[src/hw/rtl/sfpd_pkg.sv]
package sfpd_pkg;

  // Payload bytes kept for decoding; later payload bytes only feed the checksum
  localparam int StoreBytes = 13;
  localparam int StoreIdxW  = $clog2(StoreBytes);
  localparam int WordCount  = 6;

  // Frame queue between parser and decoder
  localparam int QDepth = 2;
  localparam int QPtrW  = $clog2(QDepth);
  localparam int QCntW  = $clog2(QDepth + 1);

  // Configuration register indexes
  localparam int CfgIdxW = 3;
  localparam logic [CfgIdxW-1:0] CfgHeader   = 3'd0;
  localparam logic [CfgIdxW-1:0] CfgSource   = 3'd1;
  localparam logic [CfgIdxW-1:0] CfgTarget   = 3'd2;
  localparam logic [CfgIdxW-1:0] CfgFuncLim  = 3'd3;
  localparam logic [CfgIdxW-1:0] CfgLenLim   = 3'd4;

  // Configuration reset values
  localparam logic [7:0] RstHeader  = 8'hAA;
  localparam logic [7:0] RstSource  = 8'h22;
  localparam logic [7:0] RstTarget  = 8'hAF;
  localparam logic [7:0] RstFuncLim = 8'h56;
  localparam logic [7:0] RstLenLim  = 8'd45;

  // Function codes
  localparam logic [7:0] CodeFlow     = 8'h51;
  localparam logic [7:0] CodeHeight   = 8'h52;
  localparam logic [7:0] CodeInertial = 8'h53;
  localparam logic [7:0] CodeAttitude = 8'h54;

  // Mode byte values
  localparam logic [7:0] ModeRaw   = 8'd0;
  localparam logic [7:0] ModeFused = 8'd1;

  // Frame kinds
  localparam logic [2:0] KindFlowRaw      = 3'd0;
  localparam logic [2:0] KindFlowFused    = 3'd1;
  localparam logic [2:0] KindHeightRaw    = 3'd2;
  localparam logic [2:0] KindHeightFused  = 3'd3;
  localparam logic [2:0] KindInertialRaw  = 3'd4;
  localparam logic [2:0] KindInertialFilt = 3'd5;
  localparam logic [2:0] KindEuler        = 3'd6;
  localparam logic [2:0] KindQuaternion   = 3'd7;

  // Minimum payload lengths per kind
  localparam logic [7:0] NeedFlowRaw   = 8'd5;
  localparam logic [7:0] NeedFlowFused = 8'd11;
  localparam logic [7:0] NeedHeight    = 8'd3;
  localparam logic [7:0] NeedInertial  = 8'd13;
  localparam logic [7:0] NeedEuler     = 8'd7;
  localparam logic [7:0] NeedQuat      = 8'd9;

  typedef enum logic [2:0] {
    PH_IDLE    = 3'd0,
    PH_SRC     = 3'd1,
    PH_TGT     = 3'd2,
    PH_FUNC    = 3'd3,
    PH_LEN     = 3'd4,
    PH_PAYLOAD = 3'd5,
    PH_CHECK   = 3'd6
  } phase_e;

  typedef struct packed {
    logic [7:0] header_byte;
    logic [7:0] source_id;
    logic [7:0] target_id;
    logic [7:0] function_limit;
    logic [7:0] length_limit;
  } cfg_t;

  // A checked frame handed from parser to decoder
  typedef struct packed {
    logic [7:0]                     func;
    logic [7:0]                     count;
    logic [StoreBytes-1:0][7:0]     data;
  } frame_t;

  typedef struct packed {
    logic [2:0]                  kind;
    logic [7:0]                  quality;
    logic [7:0]                  light;
    logic [WordCount-1:0][15:0]  words;
  } result_t;

endpackage

[src/hw/rtl/sfpd_front.sv]
module sfpd_front import sfpd_pkg::*; (
  input  logic   clk_i,
  input  logic   rst_ni,
  input  cfg_t   cfg_i,
  input  logic   push_i,
  input  logic   [7:0] byte_in_i,
  output logic   full_o,
  input  logic   q_full_i,
  output logic   q_push_o,
  output frame_t q_frame_o
);

  phase_e     phase_q, phase_d;
  logic [7:0] remain_q, remain_d;
  logic [7:0] count_q, count_d;
  logic [7:0] sum_q, sum_d;
  logic [7:0] func_q, func_d;
  logic       store_we;
  logic [StoreBytes-1:0][7:0] store_q;
  logic       acc;

  // Only the checksum byte needs room in the frame queue
  assign full_o = q_full_i && (phase_q == PH_CHECK);
  assign acc    = push_i && !full_o;

  // Next phase
  always_comb begin
    phase_d = phase_q;
    if (acc) begin
      case (phase_q)
        PH_SRC:  phase_d = (byte_in_i == cfg_i.source_id) ? PH_TGT : PH_IDLE;
        PH_TGT:  phase_d = (byte_in_i == cfg_i.target_id) ? PH_FUNC : PH_IDLE;
        PH_FUNC: phase_d = (byte_in_i < cfg_i.function_limit) ? PH_LEN : PH_IDLE;
        PH_LEN: begin
          phase_d = (byte_in_i != 8'd0 && byte_in_i < cfg_i.length_limit) ?
                    PH_PAYLOAD : PH_IDLE;
        end
        PH_PAYLOAD: begin
          if (remain_q != 8'd0) begin
            phase_d = (remain_q == 8'd1) ? PH_CHECK : PH_PAYLOAD;
          end else begin
            phase_d = PH_IDLE;
          end
        end
        PH_CHECK: phase_d = PH_IDLE;
        default:  phase_d = (byte_in_i == cfg_i.header_byte) ? PH_SRC : PH_IDLE;
      endcase
    end
  end

  // Checksum, counters, store writes and frame hand-off
  always_comb begin
    remain_d = remain_q;
    count_d  = count_q;
    sum_d    = sum_q;
    func_d   = func_q;
    store_we = 1'b0;
    q_push_o = 1'b0;
    if (acc) begin
      case (phase_q)
        PH_SRC: begin
          if (byte_in_i == cfg_i.source_id) sum_d = sum_q + byte_in_i;
        end
        PH_TGT: begin
          if (byte_in_i == cfg_i.target_id) sum_d = sum_q + byte_in_i;
        end
        PH_FUNC: begin
          if (byte_in_i < cfg_i.function_limit) begin
            func_d = byte_in_i;
            sum_d  = sum_q + byte_in_i;
          end
        end
        PH_LEN: begin
          if (byte_in_i != 8'd0 && byte_in_i < cfg_i.length_limit) begin
            remain_d = byte_in_i;
            count_d  = 8'd0;
            sum_d    = sum_q + byte_in_i;
          end
        end
        PH_PAYLOAD: begin
          if (remain_q != 8'd0) begin
            store_we = (count_q < 8'(StoreBytes));
            count_d  = count_q + 8'd1;
            remain_d = remain_q - 8'd1;
            sum_d    = sum_q + byte_in_i;
          end
        end
        PH_CHECK: q_push_o = (byte_in_i == sum_q);
        default: begin
          if (byte_in_i == cfg_i.header_byte) sum_d = byte_in_i;
        end
      endcase
    end
  end

  always_ff @(posedge clk_i or negedge rst_ni) begin
    if (!rst_ni) begin
      phase_q  <= PH_IDLE;
      remain_q <= 8'd0;
      count_q  <= 8'd0;
      sum_q    <= 8'd0;
      func_q   <= 8'd0;
    end else begin
      phase_q  <= phase_d;
      remain_q <= remain_d;
      count_q  <= count_d;
      sum_q    <= sum_d;
      func_q   <= func_d;
    end
  end

  // Payload store, no reset
  always_ff @(posedge clk_i) begin
    if (store_we) store_q[count_q[StoreIdxW-1:0]] <= byte_in_i;
  end

  assign q_frame_o.func  = func_q;
  assign q_frame_o.count = count_q;
  assign q_frame_o.data  = store_q;

endmodule

[src/hw/rtl/sfpd_queue.sv]
module sfpd_queue import sfpd_pkg::*; (
  input  logic   clk_i,
  input  logic   rst_ni,
  input  logic   push_i,
  input  frame_t frame_i,
  output logic   full_o,
  input  logic   pop_i,
  output logic   valid_o,
  output frame_t frame_o
);

  frame_t             mem_q [QDepth];
  logic [QPtrW-1:0]   wr_ptr_q, wr_ptr_d;
  logic [QPtrW-1:0]   rd_ptr_q, rd_ptr_d;
  logic [QCntW-1:0]   cnt_q, cnt_d;
  logic               do_push, do_pop;

  assign full_o  = (cnt_q == QCntW'(QDepth));
  assign valid_o = (cnt_q != '0);
  assign frame_o = mem_q[rd_ptr_q];
  assign do_push = push_i && !full_o;
  assign do_pop  = pop_i && valid_o;

  // Pointer and occupancy update
  always_comb begin
    wr_ptr_d = do_push ? wr_ptr_q + 1'b1 : wr_ptr_q;
    rd_ptr_d = do_pop  ? rd_ptr_q + 1'b1 : rd_ptr_q;
    cnt_d    = cnt_q;
    if (do_push && !do_pop) cnt_d = cnt_q + 1'b1;
    else if (!do_push && do_pop) cnt_d = cnt_q - 1'b1;
  end

  always_ff @(posedge clk_i or negedge rst_ni) begin
    if (!rst_ni) begin
      wr_ptr_q <= '0;
      rd_ptr_q <= '0;
      cnt_q    <= '0;
    end else begin
      wr_ptr_q <= wr_ptr_d;
      rd_ptr_q <= rd_ptr_d;
      cnt_q    <= cnt_d;
    end
  end

  always_ff @(posedge clk_i) begin
    if (do_push) mem_q[wr_ptr_q] <= frame_i;
  end

endmodule

[src/hw/rtl/sfpd_back.sv]
module sfpd_back import sfpd_pkg::*; (
  input  logic    clk_i,
  input  logic    rst_ni,
  input  logic    q_valid_i,
  input  frame_t  q_frame_i,
  output logic    q_pop_o,
  input  logic    pop_i,
  output logic    empty_o,
  output result_t res_o
);

  result_t    res_d, res_q;
  logic       hit;
  logic       take;
  logic       out_valid_q, out_valid_d;
  logic [7:0] mode;
  logic [7:0] len;

  assign mode = q_frame_i.data[0];
  assign len  = q_frame_i.count;

  // Decode the frame at the queue head
  always_comb begin
    res_d = '0;
    hit   = 1'b0;
    case (q_frame_i.func)
      CodeFlow: begin
        if (mode == ModeRaw && len >= NeedFlowRaw) begin
          hit            = 1'b1;
          res_d.kind     = KindFlowRaw;
          res_d.quality  = q_frame_i.data[1];
          res_d.words[0] = {8'h00, q_frame_i.data[2]};
          res_d.words[1] = {8'h00, q_frame_i.data[3]};
          res_d.light    = q_frame_i.data[4];
        end else if (mode == ModeFused && len >= NeedFlowFused) begin
          hit            = 1'b1;
          res_d.kind     = KindFlowFused;
          res_d.quality  = q_frame_i.data[1];
          res_d.light    = q_frame_i.data[10];
          res_d.words[0] = {q_frame_i.data[2], q_frame_i.data[3]};
          res_d.words[1] = {q_frame_i.data[4], q_frame_i.data[5]};
          res_d.words[2] = {q_frame_i.data[6], q_frame_i.data[7]};
          res_d.words[3] = {q_frame_i.data[8], q_frame_i.data[9]};
        end
      end
      CodeHeight: begin
        if ((mode == ModeRaw || mode == ModeFused) && len >= NeedHeight) begin
          hit            = 1'b1;
          res_d.kind     = (mode == ModeFused) ? KindHeightFused : KindHeightRaw;
          res_d.words[0] = {q_frame_i.data[1], q_frame_i.data[2]};
        end
      end
      CodeInertial: begin
        if ((mode == ModeRaw || mode == ModeFused) && len >= NeedInertial) begin
          hit            = 1'b1;
          res_d.kind     = (mode == ModeFused) ? KindInertialFilt : KindInertialRaw;
          res_d.words[0] = {q_frame_i.data[1], q_frame_i.data[2]};
          res_d.words[1] = {q_frame_i.data[3], q_frame_i.data[4]};
          res_d.words[2] = {q_frame_i.data[5], q_frame_i.data[6]};
          res_d.words[3] = {q_frame_i.data[7], q_frame_i.data[8]};
          res_d.words[4] = {q_frame_i.data[9], q_frame_i.data[10]};
          res_d.words[5] = {q_frame_i.data[11], q_frame_i.data[12]};
        end
      end
      CodeAttitude: begin
        if (mode == ModeRaw && len >= NeedEuler) begin
          hit            = 1'b1;
          res_d.kind     = KindEuler;
          res_d.words[0] = {q_frame_i.data[1], q_frame_i.data[2]};
          res_d.words[1] = {q_frame_i.data[3], q_frame_i.data[4]};
          res_d.words[2] = {q_frame_i.data[5], q_frame_i.data[6]};
        end else if (mode == ModeFused && len >= NeedQuat) begin
          hit            = 1'b1;
          res_d.kind     = KindQuaternion;
          res_d.words[0] = {q_frame_i.data[1], q_frame_i.data[2]};
          res_d.words[1] = {q_frame_i.data[3], q_frame_i.data[4]};
          res_d.words[2] = {q_frame_i.data[5], q_frame_i.data[6]};
          res_d.words[3] = {q_frame_i.data[7], q_frame_i.data[8]};
        end
      end
      default: hit = 1'b0;
    endcase
  end

  // Output register: refill while it is empty or the current request is taken
  assign take        = q_valid_i && (!out_valid_q || pop_i);
  assign q_pop_o     = take;
  assign out_valid_d = (take && hit) || (out_valid_q && !pop_i);
  assign empty_o     = !out_valid_q;
  assign res_o       = res_q;

  always_ff @(posedge clk_i or negedge rst_ni) begin
    if (!rst_ni) begin
      out_valid_q <= 1'b0;
    end else begin
      out_valid_q <= out_valid_d;
    end
  end

  always_ff @(posedge clk_i) begin
    if (take && hit) res_q <= res_d;
  end

endmodule

[src/hw/rtl/sensor_frame_parser_decoder.sv]
// Frame parser and decoder for an optical-flow sensor byte stream. One byte is
// taken per clock through push_i/full_o; the parser tracks header, IDs,
// function code, length, payload and additive checksum, and a byte that does
// not fit the current field drops the frame. A frame with a good checksum
// passes through a two-entry frame queue to the decoder, which writes one
// request into the output register when the function code, mode byte and
// length give a known kind. full_o rises only on the checksum byte while the
// frame queue holds two frames; otherwise a byte is taken every cycle. A
// result is written into the frame queue when its checksum byte is taken and
// into the output register once that is free, not while earlier results wait
// for pop_i. Registers written through cfg_we_i take effect on the next byte.
module sensor_frame_parser_decoder import sfpd_pkg::*; (
  input  logic                clk_i,
  input  logic                rst_ni,
  input  logic                cfg_we_i,
  input  logic [CfgIdxW-1:0]  cfg_idx_i,
  input  logic [7:0]          cfg_wdata_i,
  input  logic                push_i,
  output logic                full_o,
  input  logic [7:0]          byte_in_i,
  output logic                empty_o,
  input  logic                pop_i,
  output logic [2:0]          frame_kind_o,
  output logic [7:0]          quality_o,
  output logic [7:0]          light_o,
  output logic [15:0]         word0_o,
  output logic [15:0]         word1_o,
  output logic [15:0]         word2_o,
  output logic [15:0]         word3_o,
  output logic [15:0]         word4_o,
  output logic [15:0]         word5_o
);

  cfg_t    cfg_q;
  logic    q_full, q_push, q_valid, q_pop;
  frame_t  q_in, q_out;
  result_t res;

  // Configuration registers
  always_ff @(posedge clk_i or negedge rst_ni) begin
    if (!rst_ni) begin
      cfg_q.header_byte    <= RstHeader;
      cfg_q.source_id      <= RstSource;
      cfg_q.target_id      <= RstTarget;
      cfg_q.function_limit <= RstFuncLim;
      cfg_q.length_limit   <= RstLenLim;
    end else if (cfg_we_i) begin
      case (cfg_idx_i)
        CfgHeader:  cfg_q.header_byte    <= cfg_wdata_i;
        CfgSource:  cfg_q.source_id      <= cfg_wdata_i;
        CfgTarget:  cfg_q.target_id      <= cfg_wdata_i;
        CfgFuncLim: cfg_q.function_limit <= cfg_wdata_i;
        CfgLenLim:  cfg_q.length_limit   <= cfg_wdata_i;
        default: ;
      endcase
    end
  end

  sfpd_front u_front (
    .clk_i     (clk_i),
    .rst_ni    (rst_ni),
    .cfg_i     (cfg_q),
    .push_i    (push_i),
    .byte_in_i (byte_in_i),
    .full_o    (full_o),
    .q_full_i  (q_full),
    .q_push_o  (q_push),
    .q_frame_o (q_in)
  );

  sfpd_queue u_queue (
    .clk_i   (clk_i),
    .rst_ni  (rst_ni),
    .push_i  (q_push),
    .frame_i (q_in),
    .full_o  (q_full),
    .pop_i   (q_pop),
    .valid_o (q_valid),
    .frame_o (q_out)
  );

  sfpd_back u_back (
    .clk_i     (clk_i),
    .rst_ni    (rst_ni),
    .q_valid_i (q_valid),
    .q_frame_i (q_out),
    .q_pop_o   (q_pop),
    .pop_i     (pop_i),
    .empty_o   (empty_o),
    .res_o     (res)
  );

  assign frame_kind_o = res.kind;
  assign quality_o    = res.quality;
  assign light_o      = res.light;
  assign word0_o      = res.words[0];
  assign word1_o      = res.words[1];
  assign word2_o      = res.words[2];
  assign word3_o      = res.words[3];
  assign word4_o      = res.words[4];
  assign word5_o      = res.words[5];

endmodule
[config.mk]
export PLATFORM = sky130hd
export DESIGN_NAME = sensor_frame_parser_decoder
export DESIGN_NICKNAME = d
export VERILOG_FILES = /design/src/hw/rtl/sfpd_pkg.sv /design/src/hw/rtl/sfpd_front.sv /design/src/hw/rtl/sfpd_queue.sv /design/src/hw/rtl/sfpd_back.sv /design/src/hw/rtl/sensor_frame_parser_decoder.sv
export SDC_FILE = /design/constraint.sdc
export NUM_CORES = 1
export LEC_CHECK = 0
export BUFFER_PORTS_ARGS = -buffer_cell sky130_fd_sc_hd__buf_2
export CAP_MARGIN = 10
export CORE_MARGIN = 1.5
export CORE_UTILIZATION = 45
export CTS_BUF_LIST = sky130_fd_sc_hd__clkbuf_16
export CTS_CLUSTER_SIZE = 28
export DETAILED_ROUTE_END_ITERATION = 10
export GPL_TIMING_DRIVEN = 0
export PLACE_DENSITY = 0.74
export SLEW_MARGIN = 20
export SYNTH_ARGS = -nofsm -noshare
export SYNTH_HDL_FRONTEND = slang
export SYNTH_SLANG_ARGS = --single-unit
[constraint.sdc]
create_clock -name clk_i -period 28.3 [get_ports clk_i]
set_input_delay 1.415 -clock clk_i [delete_from_list [all_inputs] [get_ports clk_i]]
set_output_delay 1.415 -clock clk_i [all_outputs]
set_load 0.005 [all_outputs]
After elaboration in Yosys (flattened, before gate mapping)
Memory sizes are Yosys's and may differ from the RTL's.
Cells that the tools add are included.
- logic and storage cells: 184
- memories: 1
- RAM bits: 240
- input port bits: 24
- register bits after elaboration: 299
- memory list (memory ; depth ; width ; read ports ; clocked after Yosys merged registers in ; wr ports ; RTL line ; source):
    u_queue.mem_q ; 2 ; 120 ; 1 ; 0 ; 1 ; sfpd_queue.sv:12 ; frame_t mem_q [QDepth];
- $lt $le $gt $ge: 11
- bitwise gates (word level): 1
- reduce and logical (&&, ||, !) cells: 43
- muxes and demuxes: 59
- add/sub/neg operators: 7
- equality and inequality tests: 26
- operators by type and width (kind ; number):
    $mux W64 ; 3
    $pmux W48 S3 ; 1
    $bwmux W104 ; 1
    $mux W8 ; 11
    $mux W32 ; 2
    $pmux W16 S4 ; 1
    $mux W48 ; 1
    $pmux W8 S6 ; 1
    $demux W8 S4 ; 1
    $eq A8 B7 Y1 const B ; 4
    $eq A8 B8 Y1 ; 4
    $mux W16 ; 2
    $pmux W8 S2 ; 2
    $ge A8 B4 Y1 const B ; 3
    $mux W3 ; 7
    $mux W19 ; 1
    $pmux W3 S6 ; 1
    $logic_and A1 B1 Y1 ; 17
    $mux W17 ; 1
    $eq A8 B1 Y1 const B ; 2
    $ge A8 B3 Y1 const B ; 2
    $lt A8 B8 Y1 ; 2
    $mux W1 ; 16
    $reduce_bool A8 Y1 ; 2
    other kinds (29) ; 59

Longest topological paths before layout
Gate-level depths: netlist (run 1).
- depth after elaboration: 10
- mapped depth: 10
- depth with buffers taken out: 10

Modules after synthesis
From an unflattened synthesis (run 1), not the netlist that was laid out.
- cell total of the unflattened synthesis: 1243
- area total of the unflattened synthesis: 21440.6 sq um
- modules (own cells, without submodules) (module ; area an instance (sq um) ; cells each ; instances ; sequential area each (sq um)):
    sfpd_queue ; 8879.8 ; 392 ; 1 ; 7307.0
    sfpd_front ; 6228.5 ; 464 ; 1 ; 3998.8
    sfpd_back ; 4778.3 ; 299 ; 1 ; 3478.3
    sensor_frame_parser_decoder ; 1554.0 ; 88 ; 1 ; 1026.0

Worst setup path before layout (run 1)
Ideal clock, no wire load.
- path kind: input-to-reg
- start point: input byte_in_i[3]
- end point: memory u_queue.mem_q[0][0] in the netlist's numbering (enable)
- stages on the path: 4
- required time: 27.406 ns
- slack: 13.999 ns
- arrival time: 13.407 ns
- buffers on the path: 0
- setup time: 0.894 ns
- path through: ha_1 nor4_1 nand2b_1 nor4_1
- cells in the longest elaborated chain, start to end: 6
- ends and longest elaborated chain (what ; RTL line ; source):
    start, declared ; sensor_frame_parser_decoder.sv:20 ; input logic [7:0] byte_in_i,
    $eq A8 B8 Y1 ; sfpd_front.sv:88 ; PH_CHECK: q_push_o = (byte_in_i == sum_q);
    $mux W1 ; sfpd_front.sv:60 ; case (phase_q)
    $mux W1 ; sfpd_front.sv:59 ; if (acc) begin
    $logic_and A1 B1 Y1 ; sfpd_queue.sv:21 ; assign do_push = push_i && !full_o;
    $mux W1 ; sfpd_queue.sv:46 ; if (do_push) mem_q[wr_ptr_q] <= frame_i;
    $mux W1 (implied by the code) ; sfpd_queue.sv:46 ;
    end, declared ; sfpd_queue.sv:12 ;
No other way between the ends.

Final worst setup path (run 1)
- start point: input byte_in_i[3]
- end point: memory u_queue.mem_q[0][101] in the netlist's numbering (enable)
Same word-level chain as after synthesis.

==> impl_metrics.tcl, run 1 <==
set metrics [dict create \
    status "finished, final reports clean" \
    io_pins 141 \
    numCtsBuffers 51 \
    seq_area_frac_synth_pct 75.8 \
    fin_crit_sh_pct 16.1 \
    setup_viol 0 \
    drtIter0Drc 1223 \
    overflow 0 \
    start_kind "input port" \
    die_width_um 218 \
    grt_usage_pct 18.9 \
    h-tree-depth 2 \
    wirelength_um 45100 \
    cts_root_buf "clkbuf_16" \
    pwr-share-seq_pct 48.8 \
    power_density_nw_per_um2 78.1 \
    clk_pin_slew_ns 0.06 \
    synth_area_leaders "edfxtp_1, dfrtp_1, mux2i_1" \
    min_path_type "flip-flop to flip-flop" \
    synth_top_area_share_pct 66.1 \
    wl_per_cell_um 21.0 \
    die_h_um 218 \
    cp_data_required_time_ns 28.57 \
    syn_area_um2 20800 \
    post_drt_via_cell_ratio 5.56 \
    vdd.ir_drop.worst_uv 44.3 \
    post-cts-setup-buffer-count 0 \
    hpwlAfterDp_um 30300 \
    switching_share_pct 25.8 \
    timing.fmax_ghz 0.220 \
    worstPathCellList "buf_2, ha_1, nor4_1, nand2b_1, nor4_2, buf_4, buf_2, buf_4, buf_2, buf_2, buf_2" \
    grt_pass1_vias 11600 \
    clkPwrFrac_pct 35.4 \
    crit_arrival_ns 4.82 \
    p_int_mw 1.41 \
    vias 11900 \
    rsz0062_at_grt "no" \
    cp_max_fo 17 \
    stdcell_count 2144 \
    netlist.top_cell.by_area "edfxtp_1" \
    synth_seq_cells 539 \
    drtPass1Iterations 6 \
    grt_max_degree 58 \
    cts.repair.resized 0 \
    slew_headroom_pct 36.3 \
    cap_viol_max_count 0 \
    power_switching_mw 0.489 \
    p_comb_share_pct 15.8 \
    yosysWarnings 0 \
    finalClockSkew_ns 0.0254 \
    maxSlewViolCount 0 \
    hp-start "u_front.q_frame_o[0]$_DFFE_PP_" \
    place_congestion 0.858 \
    tightest_slew_ns 0.950 \
    clock_sinks 539 \
    max_stage_delay_ns 0.57 \
    ys_types 64 \
    startpoint "byte_in_i[3]" \
    rr_startpoint "u_queue.rd_ptr_q$_DFFE_PN0P_" \
    drcViolationCount 0 \
    syn_nets 1336 \
    synthCells 1283 \
    fin_tns_setup_ns 0 \
    diodes 0 \
    antenna_left 0 \
    crit_slowest_cell "nor4_2" \
    synth_enable_flop_cells 459 \
    reg2reg_slack_ns 24.29 \
    cts_buffer_depth 3 \
    synth.avg_cell_area_um2 16.2 \
    crit_type "input port to flip-flop" \
    cp-end-kind "flip-flop" \
    p_leak_nw 8.51 \
    cts_tree "built" \
    die-area_um2 47600 \
    synth-async-reset-ratio_pct 14.8 \
    drive_gt1_share_pct 21.4 \
    cts-hold-fix-buffers 0 \
    synth_commonest_cells "edfxtp_1, nor2_1, mux2i_1, dfrtp_1, o22ai_1" \
    synth_ff_type "edfxtp_1" \
    yosysMostFrequentCell "edfxtp_1" \
    port_buffers 140 \
    fin_nets 1560 \
    clkLatencyLatePin_ns 0.59 \
    min_period_ns 4.55 \
    crit_top_cell "buf_2" \
    start_util_pct 45.7 \
    place_inst 2054 \
    grt_pass1_wl_um 67700 \
    hold_violations 0 \
    coreArea_um2 45600 \
    row_count 78 \
    area_delta_synth_final_pct 16.6 \
    antenna_found_initial 0 \
]
==> cell type report <==
| type | instances | area (um2) |
|---|---|---|
| timing repair buffer | 171 | 991 |
| fill | 3510 | 21300 |
| sequential | 539 | 15800 |
| multi-input combinational | 663 | 4750 |
| clock inverter | 38 | 359 |
| inverter | 28 | 105 |
| buffer | 53 | 238 |
| clock buffer | 52 | 1300 |
| tap | 600 | 751 |
==> power groups by stage <==
| stage | combinational [mW] | sequential, mW | clock (mW) |
|---|---|---|---|
| 6_report | 0.300 | 0.926 | 0.671 |
| 4_1_cts | 0.298 | 0.926 | 0.682 |
| 3_5_place_dp | 0.295 | 0.942 | 0 |
| 5_1_grt | 0.326 | 0.930 | 0.712 |
| 2_1_floorplan | 0.219 | 0.933 | 0 |
| 3_3_place_gp | 0.286 | 0.939 | 0 |
==> layout by cell type, fill, tap and decap left out, types with 8 or more instances in the layout <==
master,Yosys,layout
clkbuf_16,0,52
mux2i_1,99,99
ha_1,28,28
o31ai_1,8,8
clkinv_1,0,11
nor2_1,104,104
a21oi_1,26,26
o32ai_1,8,8
a31oi_1,9,9
nand4_1,9,9
dfrtp_1,60,60
nor2b_1,12,12
nand3_1,10,10
nor4_1,11,10
o21ai_0,43,43
dfstp_2,20,20
nor3_1,18,14
inv_1,28,39
mux2_2,46,46
o221ai_1,10,10
o22ai_1,59,59
buf_6,4,10
buf_2,7,160
xnor2_1,27,27
nand2_1,55,55
edfxtp_1,459,459
clkbuf_1,38,38
nand2b_1,8,8
==> final timing paths <==
kind / endpoint / cells past startpoint
max in group asynchronous: cfg_q[12]$_DFFE_PN1P_ / 2
worst min-delay path: u_queue.mem_q[0][0]$_DFFE_PP_ / 0
worst max register to register: u_back.res_o[52]$_SDFFCE_PN0P_ / 9
min in group asynchronous: cfg_q[32]$_DFFE_PN0P_ / 1
worst max-delay path: u_queue.mem_q[0][101]$_DFFE_PP_ / 11
worst min register to register: u_queue.mem_q[0][0]$_DFFE_PP_ / 0
==> worst max-delay path: cells and delay by family <==
kind                       cells  cell delay [ns]
buffers and inverters          7             1.84
and+or+nand+nor                3             1.15
adders and majority gates      1             0.39
==> registers in the layout, indices dropped and copies added (netlist names) <==
register / cells
u_queue.mem_q: 240
u_back.res_o: 115
u_front.q_frame_o: 104
cfg_q: 40
u_front.count_q: 8
u_front.func_q: 8
u_front.remain_q: 8
u_front.sum_q: 8
u_front.phase_q: 3
u_queue.cnt_q: 2
u_back.out_valid_q: 1
u_queue.rd_ptr_q: 1
u_queue.wr_ptr_q: 1
==> metal layers <==
metal	wire length (um)	up-vias	global-route usage, %	share of wire, %
li1	-	5373	-	-
met1	18700	5920	25.8	42
met2	21800	540	31.4	48
met3	3450	83	2.84	7.7
met4	1090	0	5.77	2.4
met5	0	-	0	0
==> cell families (layout without fill, tap and decap cells) <==
family                     Yosys count  in the layout  synth area share [%]
adders and majority gates           29             29                  1.78
buffers and inverters               81            342                  1.64
DFF                                539            539                  75.8
AOI/OAI and AO/OA                  199            199                  6.11
xor gates and xnor gates            32             32                  1.34
and+or+nand+nor                    258            258                  6.05
muxes                              145            145                  7.24
==> through the flow <==
step	power, mW	cell area [um2]	hold slack [ns]	setup WS, ns	utilization [%]
after CTS	1.91	24300	0.428	23.75	53.3
after global placement	1.22	22300	0.422	7.49	48.9
final	1.90	24300	0.424	23.75	53.3
after floorplan	1.15	20800	0.421	14.00	-
after detailed placement	1.24	22600	0.429	23.14	49.7
after global routing	1.97	24300	0.439	23.51	53.3
Power figures use the tool's default switching activity.
==> run 2, diff against run 1 <==
Settings changed: ABC_AREA set to 1, PLACE_DENSITY 0.74 to 0.77.
Clock period 28.3 ns to 4.15 ns, I/O delays scaled along.
==> impl_metrics.tcl, run 2 <==
set metrics [dict create \
    start_util_pct 45.4 \
    rsz0062_at_grt "no" \
    slew_headroom_pct 33.2 \
    area_delta_synth_final_pct 16.7 \
    crit_type "flip-flop to flip-flop" \
    timing.fmax_ghz 0.293 \
    synth_area_leaders "edfxtp_1, dfrtp_1, nand2_1" \
    setup_viol 0 \
    cp_max_fo 31 \
    cp-end-kind "flip-flop" \
    tightest_slew_ns 0.999 \
    ys_types 45 \
    numCtsBuffers 52 \
    synthCells 1672 \
    row_count 80 \
    die_h_um 222 \
    die-area_um2 49400 \
    clock_sinks 539 \
    min_period_ns 3.41 \
    grt_usage_pct 19.7 \
    h-tree-depth 2 \
    top_register "u_queue.mem_q" \
    power_density_nw_per_um2 512 \
    vias 13600 \
    clkLatencyLatePin_ns 0.62 \
    synth-async-reset-ratio_pct 14.8 \
    met2_usage_pct 33.9 \
    hpwlAfterDp_um 33100 \
    finalClockSkew_ns 0.0626 \
    grt-busiest-layer "met2" \
    maxSlewViolCount 0 \
    yosysWarnings 0 \
    fin_nets 1945 \
    drtIter0Drc 1268 \
    synth_ff_type "edfxtp_1" \
    crit_arrival_ns 3.71 \
    min_path_type "input port to async pin" \
    fillCellCount 3811 \
    cp_data_required_time_ns 4.45 \
    drive_gt1_share_pct 16.6 \
    syn_nets 1725 \
    cts_root_buf "clkbuf_16" \
    layout_common_cells "edfxtp_1, nand2_1, inv_1, buf_2, o21ai_0" \
    antenna_found_initial 3 \
    grt_max_degree 58 \
    ff2ff_path_depth 17 \
    cts_buffer_depth 3 \
    reg2reg_slack_ns 0.74 \
    yosysMostFrequentCell "edfxtp_1" \
    hold_violations 0 \
    cts-hold-fix-buffers 10 \
    post-cts-setup-buffer-count 0 \
    wl_per_cell_um 19.2 \
    drtPass1Iterations 7 \
    status "finished, final reports clean" \
    synth_commonest_cells "edfxtp_1, nand2_1, inv_1, o21ai_0, nor2_1" \
    syn_area_um2 21700 \
    rr_startpoint "u_queue.rd_ptr_q$_DFFE_PN0P_" \
    port_buffers 140 \
    drcViolationCount 0 \
    rr_endpoint "u_back.res_o[86]$_SDFFCE_PN0P_" \
    io_pins 141 \
    fin_util_pct 53.0 \
    clk_pin_slew_ns 0.06 \
    netlist.top_cell.by_area "edfxtp_1" \
    fin_crit_sh_pct 82.2 \
    seq_area_frac_synth_pct 73.0 \
    synth_enable_flop_cells 459 \
    antenna_left 0 \
    cts.repair.resized 0 \
    grt_pass1_vias 13500 \
    cts_tree "built" \
    stdcell_count 2549 \
    die_width_um 222 \
    vdd.ir_drop.worst_uv 329 \
    diodes 0 \
    final_common_cell "edfxtp_1" \
    wirelength_um 49000 \
    overflow 0 \
    start_kind "flip-flop" \
    synth_seq_cells 539 \
    cap_viol_max_count 0 \
    place_inst 2443 \
    grt_pass1_wl_um 75000 \
    synth_top_area_share_pct 63.7 \
    p_leak_nw 9.24 \
    synth.avg_cell_area_um2 13.0 \
    largest_register_ffs 240 \
    post_drt_via_cell_ratio 5.35 \
    met3_usage_pct 3.64 \
    coreArea_um2 47600 \
    place_congestion 0.868 \
    grt_use_met1_pct 25.1 \
]
-- run 2: cell count changes after synthesis, sizes merged, moves of 17 or more --
cell	change
clkbuf	-17
nand2	+299
nand3	+44
mux2	-46
o22ai	-27
a21oi	+24
inv	+121
buf	+19
mux2i	-52
o21ai	+91
-- run 2: worst max-delay path by stage --
stage	from	to	cells after the start
2_1_floorplan	u_front.sum_q[3]$_DFFE_PN0P_	u_queue.mem_q[1][0]$_DFFE_PP_	7
5_1_grt	u_queue.rd_ptr_q$_DFFE_PN0P_	u_back.res_o[86]$_SDFFCE_PN0P_	16
6_report	u_queue.rd_ptr_q$_DFFE_PN0P_	u_back.res_o[86]$_SDFFCE_PN0P_	17
3_3_place_gp	byte_in_i[2]	u_queue.mem_q[1][17]$_DFFE_PP_	5
4_1_cts	u_queue.rd_ptr_q$_DFFE_PN0P_	u_back.res_o[86]$_SDFFCE_PN0P_	17
3_5_place_dp	byte_in_i[2]	u_queue.mem_q[1][17]$_DFFE_PP_	9
-- run 2: worst max-delay path, stage by stage (launching register included) --
cell and delay, ns:
dfrtp_1 0.34, buf_6 0.13, inv_4 0.06, buf_6 0.14, nand2_1 0.07, nand2_2 0.09
nor2_1 0.18, nand2_1 0.12, nor2_4 0.14, nand3_4 0.20, nand4_4 0.24, buf_6 0.18
nor2_1 0.10, nor2_4 0.24, buf_16 0.21, buf_16 0.18, buf_12 0.20, buf_12 0.22
-- run 2: per-stage QoR --
step / instance area (um2) / setup TNS [ns] / worst slack [ns] / total power, mW / hold WS (ns)
5_1_grt: 25300 / 0 / 0.573 / 13.5 / 0.0735
2_1_floorplan: 21700 / -161.31 / -0.679 / 7.90 / -0.0881
3_3_place_gp: 23100 / -728.97 / -2.80 / 8.49 / 0.422
3_5_place_dp: 23600 / 0 / 0.452 / 8.59 / 0.132
6_report: 25300 / 0 / 0.737 / 12.9 / 0.0605
4_1_cts: 25300 / 0 / 0.750 / 13.0 / 0.0240
-- run 2: power by group --
part           internal (mW)  switching [mW]  leakage (nW)
clock network           2.42            1.99         0.800
registers               6.08           0.182          4.85
logic                  0.739            1.52          3.59
total                   9.23            3.70          9.24
-- run 2: cell type report --
cell class              count  area (um2)  share of cell area [%]
clock buffers              52        1300                    5.15
inverters                 150         566                    2.24
multi-input cells         928        4970                    19.7
flip-flops and latches    539       15800                    62.6
repair buffers            166        1210                    4.80
plain buffers              55         325                    1.29
clock inverters            44         305                    1.21
well taps                 615         769                    3.05
-- run 2: per-layer routing --
| layer | part of all wire [%] | wire length, um |
|---|---|---|
| met5 | 0.055 | 27 |
| met1 | 41 | 19900 |
| met2 | 50 | 24500 |
| met3 | 6.6 | 3210 |
| met4 | 2.7 | 1350 |
-- run 2: cell families after synthesis --
kind of cell / share of synthesized area (%)
simple gates: 11.5
flops: 73.0
compound gates: 5.93
buf+inv: 4.11
mux: 2.17
xor+xnor: 1.58
fa+ha+maj: 1.71
